===== src/tstfl_pkg.sv =====
package tstfl_pkg;

    localparam int SLOT_W = 12;
    localparam int LINK_W = 13;
    localparam int TAG_W  = 32;
    localparam int OPC_W  = 16;
    localparam int PC_W   = 32;

    localparam logic [LINK_W-1:0] LINK_NULL = 13'h1000;
    localparam logic [SLOT_W-1:0] SLOT_MASK = 12'hfff;

    localparam logic [1:0] CMD_ALLOC   = 2'd0;
    localparam logic [1:0] CMD_FREE    = 2'd1;
    localparam logic [1:0] CMD_TRIGGER = 2'd2;
    localparam logic [1:0] CMD_READ    = 2'd3;

    localparam logic [1:0] ST_OK      = 2'd0;
    localparam logic [1:0] ST_NO_SLOT = 2'd1;
    localparam logic [1:0] ST_UNBOUND = 2'd2;

    typedef struct packed {
        logic [1:0]        cmd;
        logic [OPC_W-1:0]  opcode;
        logic [PC_W-1:0]   pc;
        logic [SLOT_W-1:0] slot_id;
        logic [TAG_W-1:0]  handler_tag;
    } in_item_t;

    typedef struct packed {
        logic [1:0]        status;
        logic [SLOT_W-1:0] slot_index;
        logic [TAG_W-1:0]  tag_out;
        logic [OPC_W-1:0]  trap_opcode;
        logic [PC_W-1:0]   trap_pc;
        logic              end_slice;
    } out_item_t;

    // classified command as it waits between front and back
    typedef struct packed {
        logic [1:0]        cmd;
        logic              in_range;
        logic [SLOT_W-1:0] slot;
        logic [OPC_W-1:0]  opcode;
        logic [PC_W-1:0]   pc;
        logic [TAG_W-1:0]  tag;
    } task_t;

    typedef enum logic [1:0] {
        BK_INIT,
        BK_IDLE,
        BK_EXEC
    } back_state_t;

endpackage


===== src/tstfl_front.sv =====
module tstfl_front
    import tstfl_pkg::*;
#(
    parameter int SLOT_COUNT = 4096
)
(
    input  in_item_t item,
    output task_t    entry
);

    logic [SLOT_W-1:0] slot;

    always_comb
    begin
        // trigger selects its slot from the low opcode bits
        if (item.cmd == CMD_TRIGGER)
        begin
            slot = item.opcode[SLOT_W-1:0] & SLOT_MASK;
        end
        else
        begin
            slot = item.slot_id;
        end
        entry.cmd      = item.cmd;
        entry.slot     = slot;
        entry.in_range = ({1'b0, slot} < LINK_W'(SLOT_COUNT));
        entry.opcode   = item.opcode;
        entry.pc       = item.pc;
        entry.tag      = item.handler_tag;
    end

endmodule


===== config.mk =====
export PLATFORM = sky130hd
export DESIGN_NAME = tstfl_front
export DESIGN_NICKNAME = d
export VERILOG_FILES = /design/src/tstfl_pkg.sv /design/src/tstfl_front.sv
export SDC_FILE = /design/constraint.sdc
export NUM_CORES = 1
export LEC_CHECK = 0
export ABC_AREA = 1
export BUFFER_PORTS_ARGS = -buffer_cell sky130_fd_sc_hd__buf_2
export CAP_MARGIN = 10
export CORE_AREA = 2 2 73 75
export DETAILED_ROUTE_END_ITERATION = 16
export DIE_AREA = 0 0 75 77
export GPL_TIMING_DRIVEN = 0
export PLACE_DENSITY = 0.66
export SYNTH_ARGS = -nofsm -noshare
export SYNTH_HDL_FRONTEND = slang
export SYNTH_SLANG_ARGS = --single-unit
export TNS_END_PERCENT = 20

===== constraint.sdc =====
create_clock -name vclk -period 0.8
set_input_delay 0.04 -clock vclk [all_inputs]
set_output_delay 0.04 -clock vclk [all_outputs]
set_load 0.01 [all_outputs]

## Yosys cells after proc, flatten, opt, wreduce, memory -nomap -nowiden

Index checks and enable logic that the tools add are counted.

- Output and inout port bits: 95
- Word-level logic and storage cells: 2
- Register bits: 0

- Multiplexer cells: 1
- Equality and inequality tests: 1

Operators by type and width:

| kind | count |
|---|---|
| two-way mux 12 bit | 1 |
| equality test 2 bit, second input constant | 1 |

## Longest topological paths before layout

- Depth after elaboration: 2
- Depth in mapped cells: 5
- Mapped depth without buffers: 4

## Worst setup path after synthesis

Ideal clock, no wire load.

- Path kind: input-to-output
- Start: input port item[92] (netlist name)
- End: output port entry[80] (netlist name)
- Path buffers: 1
- Cell stages on the path: 4
- Path slack: 0.316 ns
- Arrival time: 0.444 ns
- Cell sequence: inv_2 > buf_2 > nand3_1 > nand2_1

RTL lines:

| what | RTL line | source |
|---|---|---|
| start, declared | tstfl_front.sv:7 | `input in_item_t item,` |
| end, declared | tstfl_front.sv:8 | `output task_t entry` |

==> results.json <==
{
  "initial_core_util": 0.163,
  "avgSynthCellArea_um2": 6.49,
  "synth_warnings": 0,
  "place_inst": 315,
  "die_width_um": 75,
  "wl_per_cell_um": 9.21,
  "ys_seq_area_frac": 0,
  "die_h_um": 77,
  "setup_slack_ns": 0.0734,
  "design.seq.count": 0,
  "rows": 26,
  "ant_nets": 0,
  "drv_slew": 0,
  "syn_to_final_growth_pct": 86.0,
  "nets": 341,
  "crit_fanout": 10,
  "drt-pass1-iter-count": 2,
  "antenna_found_initial": 0,
  "cp.required_ns": 0.76,
  "io_pins": 189,
  "place_congestion": 0.698,
  "die-area_um2": 5780,
  "final_common_cell": "buf_2",
  "final.clkbuf_count": 0,
  "first_global_vias": 936,
  "hold_buffers": 0,
  "grt_pass1_wl_um": 3840,
  "grt_max_degree": 11,
  "final_area_um2": 1510,
  "slowest_stage": "buf_6",
  "end_kind": "output pin",
  "crit_type": "primary input to output pin",
  "vias": 1094,
  "netlist-cell-type-count": 8,
  "hp-class": "primary input to output pin",
  "core_um2": 4980,
  "tns_ns": 0,
  "wl_um": 2900,
  "overflow": 0,
  "cap_violations": 0,
  "total_power_mw": 0.865,
  "syn_area_um2": 811,
  "power_density_nw_per_um2": 574,
  "power.leakage_nw": 1.00,
  "final_cell_mix": "buf_2 (120), buf_4 (84), nand2_1 (24)",
  "min_period_ns": 0.727,
  "max_freq_ghz": 1.38,
  "post-dp-hpwl_um": 2650,
  "whs_ns": 0.263,
  "drive_gt1_frac": 0.849,
  "slowest_delay_ns": 0.15,
  "drt_iter0_markers": 2,
  "vdd_drop_max_uv": 239,
  "synthCells": 125,
  "viasPerCell": 3.47,
  "start_kind": "primary input",
  "port_buffers": 120,
  "rsz0062_at_grt": "no",
  "status": "completed",
  "postSynthNetCount": 219,
  "hold_viol": 0,
  "finalSetupViolCount": 0,
  "track_usage": 0.0823,
  "crit_chain": "buf_2, inv_4, nand2_2, buf_6, nand2_1, nand2_1, buf_2",
  "placed_area_um2": 1500,
  "final_cells": 315,
  "fin_crit_sh": 0.908,
  "drc": 0,
  "postLayoutCoreUtil": 0.303,
  "final-seq-area_um2": 0,
  "diodes": 0,
  "postCtsSetupBuffers": 0,
  "arrival_ns": 0.69,
  "post-place-ws_ns": -0.0254
}
==> path summary, 6_finish.rpt <==
check	from	slack, ns	depth (start not counted)	end
setup / recovery	item[92]	0.07	7	entry[83]
hold / removal	item[45]	0.26	2	entry[33]
==> layout make-up <==
class	instances	area (um^2)
fillers	554	3470
plain buffers	86	653
well taps	70	87.6
repair buffers	120	601
inverters	1	6.26
multi-input cells	38	160
==> routing by layer <==
layer	track usage	share of wire	vias up
li1	-	-	539
met1	0.0642	0.28	448
met2	0.196	0.56	107
met3	0.0131	0.16	0
met4	0	0	0
met5	0	0	-
==> logic make-up (layout without fill, tap and decap cells) <==
kind of cell | Yosys count | after routing | synth area share
AND/OR/NAND/NOR | 37 | 37 | 0.193
buffers and inverters | 87 | 207 | 0.802
other | 1 | 1 | 0.00463
==> where the power goes <==
part / internal, mW / total, mW / switching (mW)
Combinational: 0.508 / 0.865 / 0.357
Sequential: 0 / 0 / 0
Clock: 0 / 0 / 0
Total: 0.508 / 0.865 / 0.357
==> synth_stat cells <==
master	count	area share
inv_2	1	0.0046
buf_4	84	0.78
buf_2	1	0.0062
nand2_1	24	0.11
conb_1	1	0.0046
nand3_1	12	0.074
buf_6	1	0.014
nand2_2	1	0.0077
==> critical path: cells and delay by family <==
| family | cells | cell delay (ns) |
|---|---|---|
| buffers and inverters | 4 | 0.47 |
| and+or+nand+nor | 3 | 0.17 |
==> timing repair <==
action                     in CTS  in global routing
cloned                          0                  0
resized for setup               1                  2
setup endpoints to repair      10                  2
hold endpoints to repair        0                  0
(Power assumes the default switching activity.)
