==> config.mk <==
export PLATFORM = sky130hd
export DESIGN_NAME = tstfl_queue
export DESIGN_NICKNAME = d
export VERILOG_FILES = /design/src/tstfl_pkg.sv /design/src/tstfl_queue.sv
export SDC_FILE = /design/constraint.sdc
export NUM_CORES = 1
export LEC_CHECK = 0
export ABC_AREA = 1
export BUFFER_PORTS_ARGS = -buffer_cell sky130_fd_sc_hd__buf_2
export CORE_AREA = 2 2 116 146
export DETAILED_ROUTE_END_ITERATION = 12
export DIE_AREA = 0 0 118 148
export GPL_TIMING_DRIVEN = 0
export PLACE_DENSITY_LB_ADDON = 0.1
export RECOVER_POWER = 100
export SYNTH_ARGS = -nofsm -noshare
export SYNTH_HDL_FRONTEND = slang
export SYNTH_SLANG_ARGS = --single-unit
export TNS_END_PERCENT = 10
==> constraint.sdc <==
create_clock -name clk -period 5.97 [get_ports clk]
set_clock_uncertainty 0.05 [all_clocks]
set_input_delay 1.194 -clock clk [delete_from_list [all_inputs] [get_ports clk]]
set_output_delay 1.194 -clock clk [all_outputs]
set_load 0.03 [all_outputs]
==> src/tstfl_pkg.sv <==
package tstfl_pkg;

    localparam int SLOT_W = 12;
    localparam int LINK_W = 13;
    localparam int TAG_W  = 32;
    localparam int OPC_W  = 16;
    localparam int PC_W   = 32;

    localparam logic [LINK_W-1:0] LINK_NULL = 13'h1000;
    localparam logic [SLOT_W-1:0] SLOT_MASK = 12'hfff;

    localparam logic [1:0] CMD_ALLOC   = 2'd0;
    localparam logic [1:0] CMD_FREE    = 2'd1;
    localparam logic [1:0] CMD_TRIGGER = 2'd2;
    localparam logic [1:0] CMD_READ    = 2'd3;

    localparam logic [1:0] ST_OK      = 2'd0;
    localparam logic [1:0] ST_NO_SLOT = 2'd1;
    localparam logic [1:0] ST_UNBOUND = 2'd2;

    typedef struct packed {
        logic [1:0]        cmd;
        logic [OPC_W-1:0]  opcode;
        logic [PC_W-1:0]   pc;
        logic [SLOT_W-1:0] slot_id;
        logic [TAG_W-1:0]  handler_tag;
    } in_item_t;

    typedef struct packed {
        logic [1:0]        status;
        logic [SLOT_W-1:0] slot_index;
        logic [TAG_W-1:0]  tag_out;
        logic [OPC_W-1:0]  trap_opcode;
        logic [PC_W-1:0]   trap_pc;
        logic              end_slice;
    } out_item_t;

    // classified command as it waits between front and back
    typedef struct packed {
        logic [1:0]        cmd;
        logic              in_range;
        logic [SLOT_W-1:0] slot;
        logic [OPC_W-1:0]  opcode;
        logic [PC_W-1:0]   pc;
        logic [TAG_W-1:0]  tag;
    } task_t;

    typedef enum logic [1:0] {
        BK_INIT,
        BK_IDLE,
        BK_EXEC
    } back_state_t;

endpackage

==> src/tstfl_queue.sv <==
module tstfl_queue
    import tstfl_pkg::*;
(
    input  logic  clk,
    input  logic  rst_n,
    input  logic  push,
    input  task_t push_data,
    output logic  full,
    input  logic  pop,
    output logic  pop_valid,
    output task_t pop_data
);

    task_t      entries_reg [2];
    logic       wr_ptr_reg;
    logic       rd_ptr_reg;
    logic [1:0] count_reg;
    logic [1:0] count_next;
    logic       do_push;
    logic       do_pop;

    assign full      = (count_reg == 2'd2);
    assign pop_valid = (count_reg != 2'd0);
    assign pop_data  = entries_reg[rd_ptr_reg];
    assign do_push   = push && !full;
    assign do_pop    = pop && pop_valid;

    always_comb
    begin
        count_next = count_reg;
        if (do_push && !do_pop)
        begin
            count_next = count_reg + 2'd1;
        end
        else if (do_pop && !do_push)
        begin
            count_next = count_reg - 2'd1;
        end
    end

    always_ff @(posedge clk or negedge rst_n)
    begin
        if (!rst_n)
        begin
            wr_ptr_reg <= 1'b0;
            rd_ptr_reg <= 1'b0;
            count_reg  <= 2'd0;
        end
        else
        begin
            count_reg <= count_next;
            if (do_push)
            begin
                wr_ptr_reg <= !wr_ptr_reg;
            end
            if (do_pop)
            begin
                rd_ptr_reg <= !rd_ptr_reg;
            end
        end
    end

    always_ff @(posedge clk)
    begin
        if (do_push)
        begin
            entries_reg[wr_ptr_reg] <= push_data;
        end
    end

endmodule

After elaboration in Yosys (flattened, before gate mapping)
Memory sizes are Yosys's and may differ from the RTL's.
Cells that the tools add are included.
{ "op_classes": {"add_sub_neg": 2, "eq_ne": 1, "mux": 4, "reduce_logical": 11} }
{ "op_table": {"columns": ["op", "n"], "rows": [
  ["zero test 1 bit", 5],
  ["logical AND 1 bit", 4],
  ["two-way mux 2 bit", 2],
  ["nonzero test 2 bit", 2],
  ["adder 2 x 1 -> 2 bit, second input constant", 1],
  ["equality test 2 bit, second input constant", 1],
  ["two-way mux 1 bit", 2],
  ["subtractor 2 x 1 -> 2 bit, second input constant", 1]
]} }
{ "word_totals": {"reg_bits": 4, "ramBits": 190, "in_bits": 99, "output_inout_bits": 97, "wordCells": 22, "memories": 1} }
{ "mem_list": {"columns": ["memory", "words", "width", "read_ports", "rd_ports_with_merged_regs", "write_ports", "line_no", "text"], "rows": [
  ["entries_reg", 2, 95, 1, 0, 1, "tstfl_queue.sv:14", "task_t entries_reg [2];"]
]} }

Logic depth before layout (Yosys ltp)
Gate-level depths: netlist of run 1.
{ "logic_depth": {"depth_word": 7, "mapped_depth": 9, "ltp_nobuf": 9} }

Worst setup path before layout of run 1
Ideal clock, no wire load.
{ "synth_path": {"path_type": "input port to flip-flop", "from": "in push", "to": "mem entries_reg[1][0] in the netlist's numbering, enable pin", "setup_ps": 549, "arrival_ps": 5254, "required_ps": 5371, "slack_ps": 116, "path_stages": 2, "n_path_buf": 0, "path_cell_list": "o21ai_0 -> nor2_1"} }
{ "synth_between": {"elab_chain_cells": 3} }
{ "synth_rtl": {"columns": ["item", "line_no", "text"], "rows": [
  ["start, declared", "tstfl_queue.sv:6", "input logic push,"],
  ["logical AND 1 bit", "tstfl_queue.sv:25", "assign do_push = push && !full;"],
  ["two-way mux 1 bit", "tstfl_queue.sv:65", "if (do_push)"],
  ["two-way mux 1 bit (not written as such)", "tstfl_queue.sv:67", "entries_reg[wr_ptr_reg] <= push_data;"],
  ["end, declared", "tstfl_queue.sv:14", null]
]} }
No other way between the ends.

Worst setup path in the final report of run 1
{ "layout_path": {"from": "in push", "to": "mem entries_reg[1][46] in the netlist's numbering, enable pin"} }
The elaborated chain is that of the path after synthesis.

==> run_results.csv, run 1 <==
group,metric,value,unit
critical_path,worstPathArrival,3.76,ns
critical_path,slowest_stage,"clkbuf_1",
synthesis,synth-seq-cells,194,
clocking,clk_path_buf_depth,2,
sta,worst_slack,2.18,ns
synthesis,ys_seq_area_frac,0.813,
synthesis,synthCells,528,
route,wl_per_cell,14.6,µm
pwr,power_frac_clock,0.213,
global_routing,antenna_found_initial,0,
sta,rsz0062_at_grt,"no",
clocking,htreeDepth,4,
critical_path,cpPeakStageDelay,1.34,ns
die,io_pins,196,
pwr,pwr-share-seq,0.399,
synthesis,synth_nets,628,
sta,tightest_slew,2.06,ns
clocking,clk_latency,0.42,ns
sta,period_needed,3.79,ns
route,drc,0,
sta,hold_viol_final,0,
clocking,cts_sinks,194,
global_routing,grt-ovfl-total,0,
clocking,clk_pin_slew,0.06,ns
clocking,cts-buffers-inserted,17,
route,via_per_inst,4.56,
clocking,holdBufCountCts,0,
pwr,swShare,0.415,
die,start_util,0.444,
synthesis,yosysUniqueCellTypes,14,
critical_path,critPathLaunchType,"input port",
sta,period_share,0.634,
synthesis,synth_area,7140,µm²
place,io_buffers,195,
die,die_x,118,µm
job,cap_violations,2,
run_status,violations,"max-capacitance violations, max-slew violations",
place,place_ws,3.14,ns
die,dieHeight,148,µm
cells_and_area,layout_commonest_cell,"nand2_1",
synthesis,syn_area_per_cell,13.5,µm²
cells_and_area,area_delta_synth_final,23.2,%
critical_path,path_cells,"buf_2 -> o21ai_0 -> nor2_1 -> clkbuf_1",
global_routing,first_global_vias,4540,
route,wl,14.3,mm
synthesis,ys.warnings.count,0,
global_routing,grt_pass1_wl,22.4,mm
cells_and_area,largest_register_ffs,190,
critical_path,worstSetupPathType,"in2reg",
die,num_rows,52,
sta,slew_violations,73,
route,antenna_left,0,
global_routing,grt_max_degree,55,
clocking,cts_tree,"yes",
clocking,postCtsResizedCells,0,
pwr,intPower,2830,µW
critical_path,path_delay_family,"buffers and inverters",
cells_and_area,drive_gt1_frac,0.149,
pwr,comb_power_share,0.388,
min_path,hp-class,"reg2reg",
critical_path,path_buf_inv,2,
sta,fmax,264,MHz
critical_path,critPathMaxFanout,30,
route,dr.pass1.iters,5,
route,first_iter_violations,250,
place,place_hpwl,9.63,mm
sta,finalSetupTns,0,ns
pwr,p_sw,2010,µW
cells_and_area,final_cell_mix,"nand2_1 (296), edfxtp_1 (190), clkbuf_1 (137), buf_2 (78), clkbuf_16 (17)",
run_status,status,"finished with violations",
route,vias,4444,
clocking,cts-root-buf,"clkbuf_16",
clocking,cts_setup_buffers,0,
sta,slew_headroom,-0.379,
place,gp_congestion,0.704,
pwr,p_leak,0.00351,µW
pwr,power_per_cell_area,550,nW/µm²
critical_path,endpoint_kind,"flop",
pwr,power,4840,µW
global_routing,grt_util_all_layers,0.168,
die,core_region_area,16100,µm²
cells_and_area,nFillCells,1450,
critical_path,required,5.94,ns
sta,setup_violations,0,
pwr,ir_drop,0.291,mV
cells_and_area,nets,846,
die,die_area,17500,µm²
Yosys cell counts:
cell type  count  area, µm²
buf_2         10       50.1
nand4_1        1       6.26
edfxtp_1     190       5710
xnor2_1        1       8.76
buf_6          2       22.5
inv_4          1       6.26
nand3_1        2       10.0
o21ai_0        1       5.00
buf_4          9       67.6
nor2_1         3       11.3
ha_1           1       12.5
inv_1          7       26.3
nand2_1      296       1110
dfrtp_1        4        100
worst min-delay path, cell delays in order, from the launching register on:
cell and delay (ns):
dfrtp_1 0.35, nand2_1 0.06, nand2_1 0.05
worst paths after layout:
path / from / end / slack (ns) / cells after the start
max: push / entries_reg[1][46] / 2.18 / 4
min: count_reg[1] / count_reg[1] / 0.44 / 2
max reg2reg: count_reg[0] / entries_reg[0][26] / 2.52 / 5
min reg2reg: count_reg[1] / count_reg[1] / 0.44 / 2
max in group asynchronous: rst_n / wr_ptr_reg / 5.14 / 1
min in group asynchronous: rst_n / count_reg[1] / 0.54 / 1
layer usage:
metal  share of wire  track usage  up-vias
li1                -            -     2216
met1            0.40        0.189     2060
met5               0            0        -
met4           0.016       0.0584        0
met2            0.50        0.289      153
met3           0.080       0.0687       15
logic make-up (layout without fill, tap and decap cells):
family / after synthesis / count (layout) / synth area share
adder cells (fa/ha/maj): 1 / 1 / 0.00175
AO/OA/AOI/OAI: 1 / 1 / 0.000700
other: 0 / 1 / 0
buffers and inverters: 29 / 259 / 0.0242
XOR/XNOR: 1 / 1 / 0.00123
AND/OR/NAND/NOR: 302 / 302 / 0.159
flip-flops: 194 / 194 / 0.813
area by class of cell:
type | instances | area, µm² | share of cell area
diodes | 1 | 2.50 | 0.000284
plain buffers | 21 | 115 | 0.0131
clock buffers | 20 | 437 | 0.0496
clock inverters | 11 | 91.3 | 0.0104
inverters | 8 | 33.8 | 0.00384
multi-input cells | 305 | 1160 | 0.132
flip-flops and latches | 194 | 5810 | 0.660
well taps | 216 | 270 | 0.0307
repair buffers | 199 | 878 | 0.0998
power by group through the flow:
stage / Clock [µW] / Combinational [µW] / Sequential, µW
final: 1030 / 1880 / 1930
after global routing: 1100 / 2060 / 1960
after CTS: 1050 / 2040 / 1920
after detailed placement: 0 / 2040 / 1950
after global placement: 0 / 1970 / 2010
after floorplan: 0 / 1370 / 1970
per-stage QoR:
| step | util | hold WS, ns | instances | cell area (µm²) |
|---|---|---|---|---|
| floorplan | - | 0.392 | 528 | 7140 |
| global placement | 0.522 | 0.408 | 939 | 8390 |
| detailed placement | 0.529 | 0.425 | 943 | 8490 |
| CTS | 0.561 | 0.442 | 974 | 9020 |
| global route | 0.547 | 0.472 | 974 | 8800 |
| finish | 0.547 | 0.438 | 975 | 8800 |
(Power assumes the default switching activity.)
==> inputs of run 2 (changes only) <==
- clock period: 5.97 -> 3.8 ns (I/O delays scaled with it)
==> run_results.csv, run 2 (same netlist as run 1, synthesis figures left out) <==
group,metric,value,unit
run_status,status,"finished with violations",
run_status,violations,"max-capacitance violations, max-slew violations",
global_routing,grt_pass1_wl,22.5,mm
sta,slew_headroom,-0.284,
place,io_buffers,195,
sta,fmax,324,MHz
job,cap_violations,2,
pwr,power,7850,µW
route,dr.pass1.iters,5,
pwr,swShare,0.406,
route,drc,0,
critical_path,worstSetupPathType,"reg2out",
min_path,hp-class,"in2async",
clocking,clk_pin_slew,0.07,ns
pwr,ir_drop,0.437,mV
critical_path,slowest_stage,"clkbuf_1",
critical_path,r2r-start,"count_reg[1]",
critical_path,path_cells,"buf_4 -> inv_4 -> clkbuf_1 -> buf_4 -> nand2_1 -> nand2_1 -> clkbuf_1",
place,place_ws,1.31,ns
clocking,clk_path_buf_depth,2,
die,dieHeight,148,µm
cells_and_area,final_cell_mix,"nand2_1 (296), edfxtp_1 (190), clkbuf_1 (109), buf_2 (98), clkbuf_16 (17)",
cells_and_area,register_area,5810,µm²
sta,hold_viol_final,0,
clocking,cts_setup_buffers,0,
place,gp_congestion,0.714,
cells_and_area,nFillCells,1444,
critical_path,cpPeakStageDelay,0.49,ns
critical_path,crit_path_start,"rd_ptr_reg",
die,core_region_area,16100,µm²
route,wl_per_cell,14.6,µm
sta,period_share,0.811,
global_routing,grt_max_degree,51,
clocking,htreeDepth,4,
pwr,intPower,4660,µW
pwr,comb_power_share,0.387,
critical_path,critPathMaxFanout,10,
cells_and_area,area_delta_synth_final,25.1,%
cells_and_area,drive_gt1_frac,0.188,
sta,rsz0062_at_grt,"no",
die,io_pins,196,
clocking,cts_sinks,194,
sta,period_needed,3.08,ns
sta,slew_violations,65,
place,place_hpwl,9.69,mm
critical_path,critPathLaunchType,"flop",
route,first_iter_violations,214,
pwr,pwr-share-seq,0.386,
sta,worst_slack,0.718,ns
cells_and_area,multi_input_area,1160,µm²
clocking,holdBufCountCts,0,
clocking,clk_latency,0.42,ns
global_routing,antenna_found_initial,1,
pwr,power_frac_clock,0.227,
critical_path,path_buf_inv,5,
cells_and_area,layout_commonest_cell,"nand2_1",
pwr,power_per_cell_area,878,nW/µm²
route,via_per_inst,4.55,
sta,tightest_slew,1.92,ns
cells_and_area,largest_register_ffs,190,
critical_path,worstPathArrival,2.27,ns
global_routing,grt_util_all_layers,0.168,
route,antenna_left,0,
clocking,postCtsResizedCells,0,
cells_and_area,nets,846,
global_routing,first_global_vias,4628,
route,vias,4445,
critical_path,required,2.99,ns
route,wl,14.2,mm
clocking,cts-root-buf,"clkbuf_16",
global_routing,grt-ovfl-total,0,
critical_path,endpoint_kind,"primary output",
clocking,cts_tree,"yes",
pwr,p_leak,0.00364,µW
die,die_area,17500,µm²
critical_path,path_delay_family,"buffers and inverters",
die,start_util,0.444,
clocking,cts-buffers-inserted,17,
sta,setup_violations,0,
die,num_rows,52,
pwr,p_sw,3190,µW
die,die_x,118,µm
[run 2: path summary, 6_finish.rpt]
kind,to,slack (ns),cells after the start
setup / recovery,pop_data[52],0.72,7
hold / removal,rd_ptr_reg,0.10,1
setup reg to reg,entries_reg[0][37],0.90,6
hold reg to reg,wr_ptr_reg,0.44,2
max in group asynchronous,count_reg[1],3.41,1
min in group clk,wr_ptr_reg,0.44,2
[run 2: cell type report]
type / count / share of cell area
Antenna cell: 1 / 0.000280
Buffer: 21 / 0.0141
Clock buffer: 18 / 0.0480
Clock inverter: 14 / 0.0182
Inverter: 8 / 0.00364
Multi-Input combinational cell: 305 / 0.130
Sequential cell: 194 / 0.650
Tap cell: 216 / 0.0302
Timing Repair Buffer: 199 / 0.106
[run 2: stage by stage]
| step | util | cells | cell area [µm²] | TNS (ns) | hold WS, ns |
|---|---|---|---|---|---|
| floorplan | - | 528 | 7150 | 0 | 0.392 |
| global placement | 0.523 | 939 | 8400 | -73.03 | 0.405 |
| detailed placement | 0.529 | 943 | 8490 | 0 | 0.426 |
| CTS | 0.565 | 975 | 9090 | 0 | 0.0599 |
| global route | 0.556 | 975 | 8930 | 0 | 0.109 |
| finish | 0.556 | 976 | 8940 | 0 | 0.103 |
[run 2: power by group through the flow]
stage / Clock [µW] / Combinational (µW) / Sequential [µW]
floorplan: 0 / 2170 / 3070
global placement: 0 / 3100 / 3110
detailed placement: 0 / 3220 / 3070
CTS: 1820 / 3220 / 3020
global route: 1900 / 3320 / 3070
finish: 1780 / 3040 / 3030
[run 2: per-layer routing]
metal  routed length, µm  global-route usage  part of all wire  vias to the layer above
li1                    -                   -                 -                     2211
met1                5770               0.189              0.41                     2075
met2                7220               0.292              0.51                      145
met3                1030              0.0652             0.072                       14
met4                 213              0.0608             0.015                        0
met5                   0                   0                 0                        -
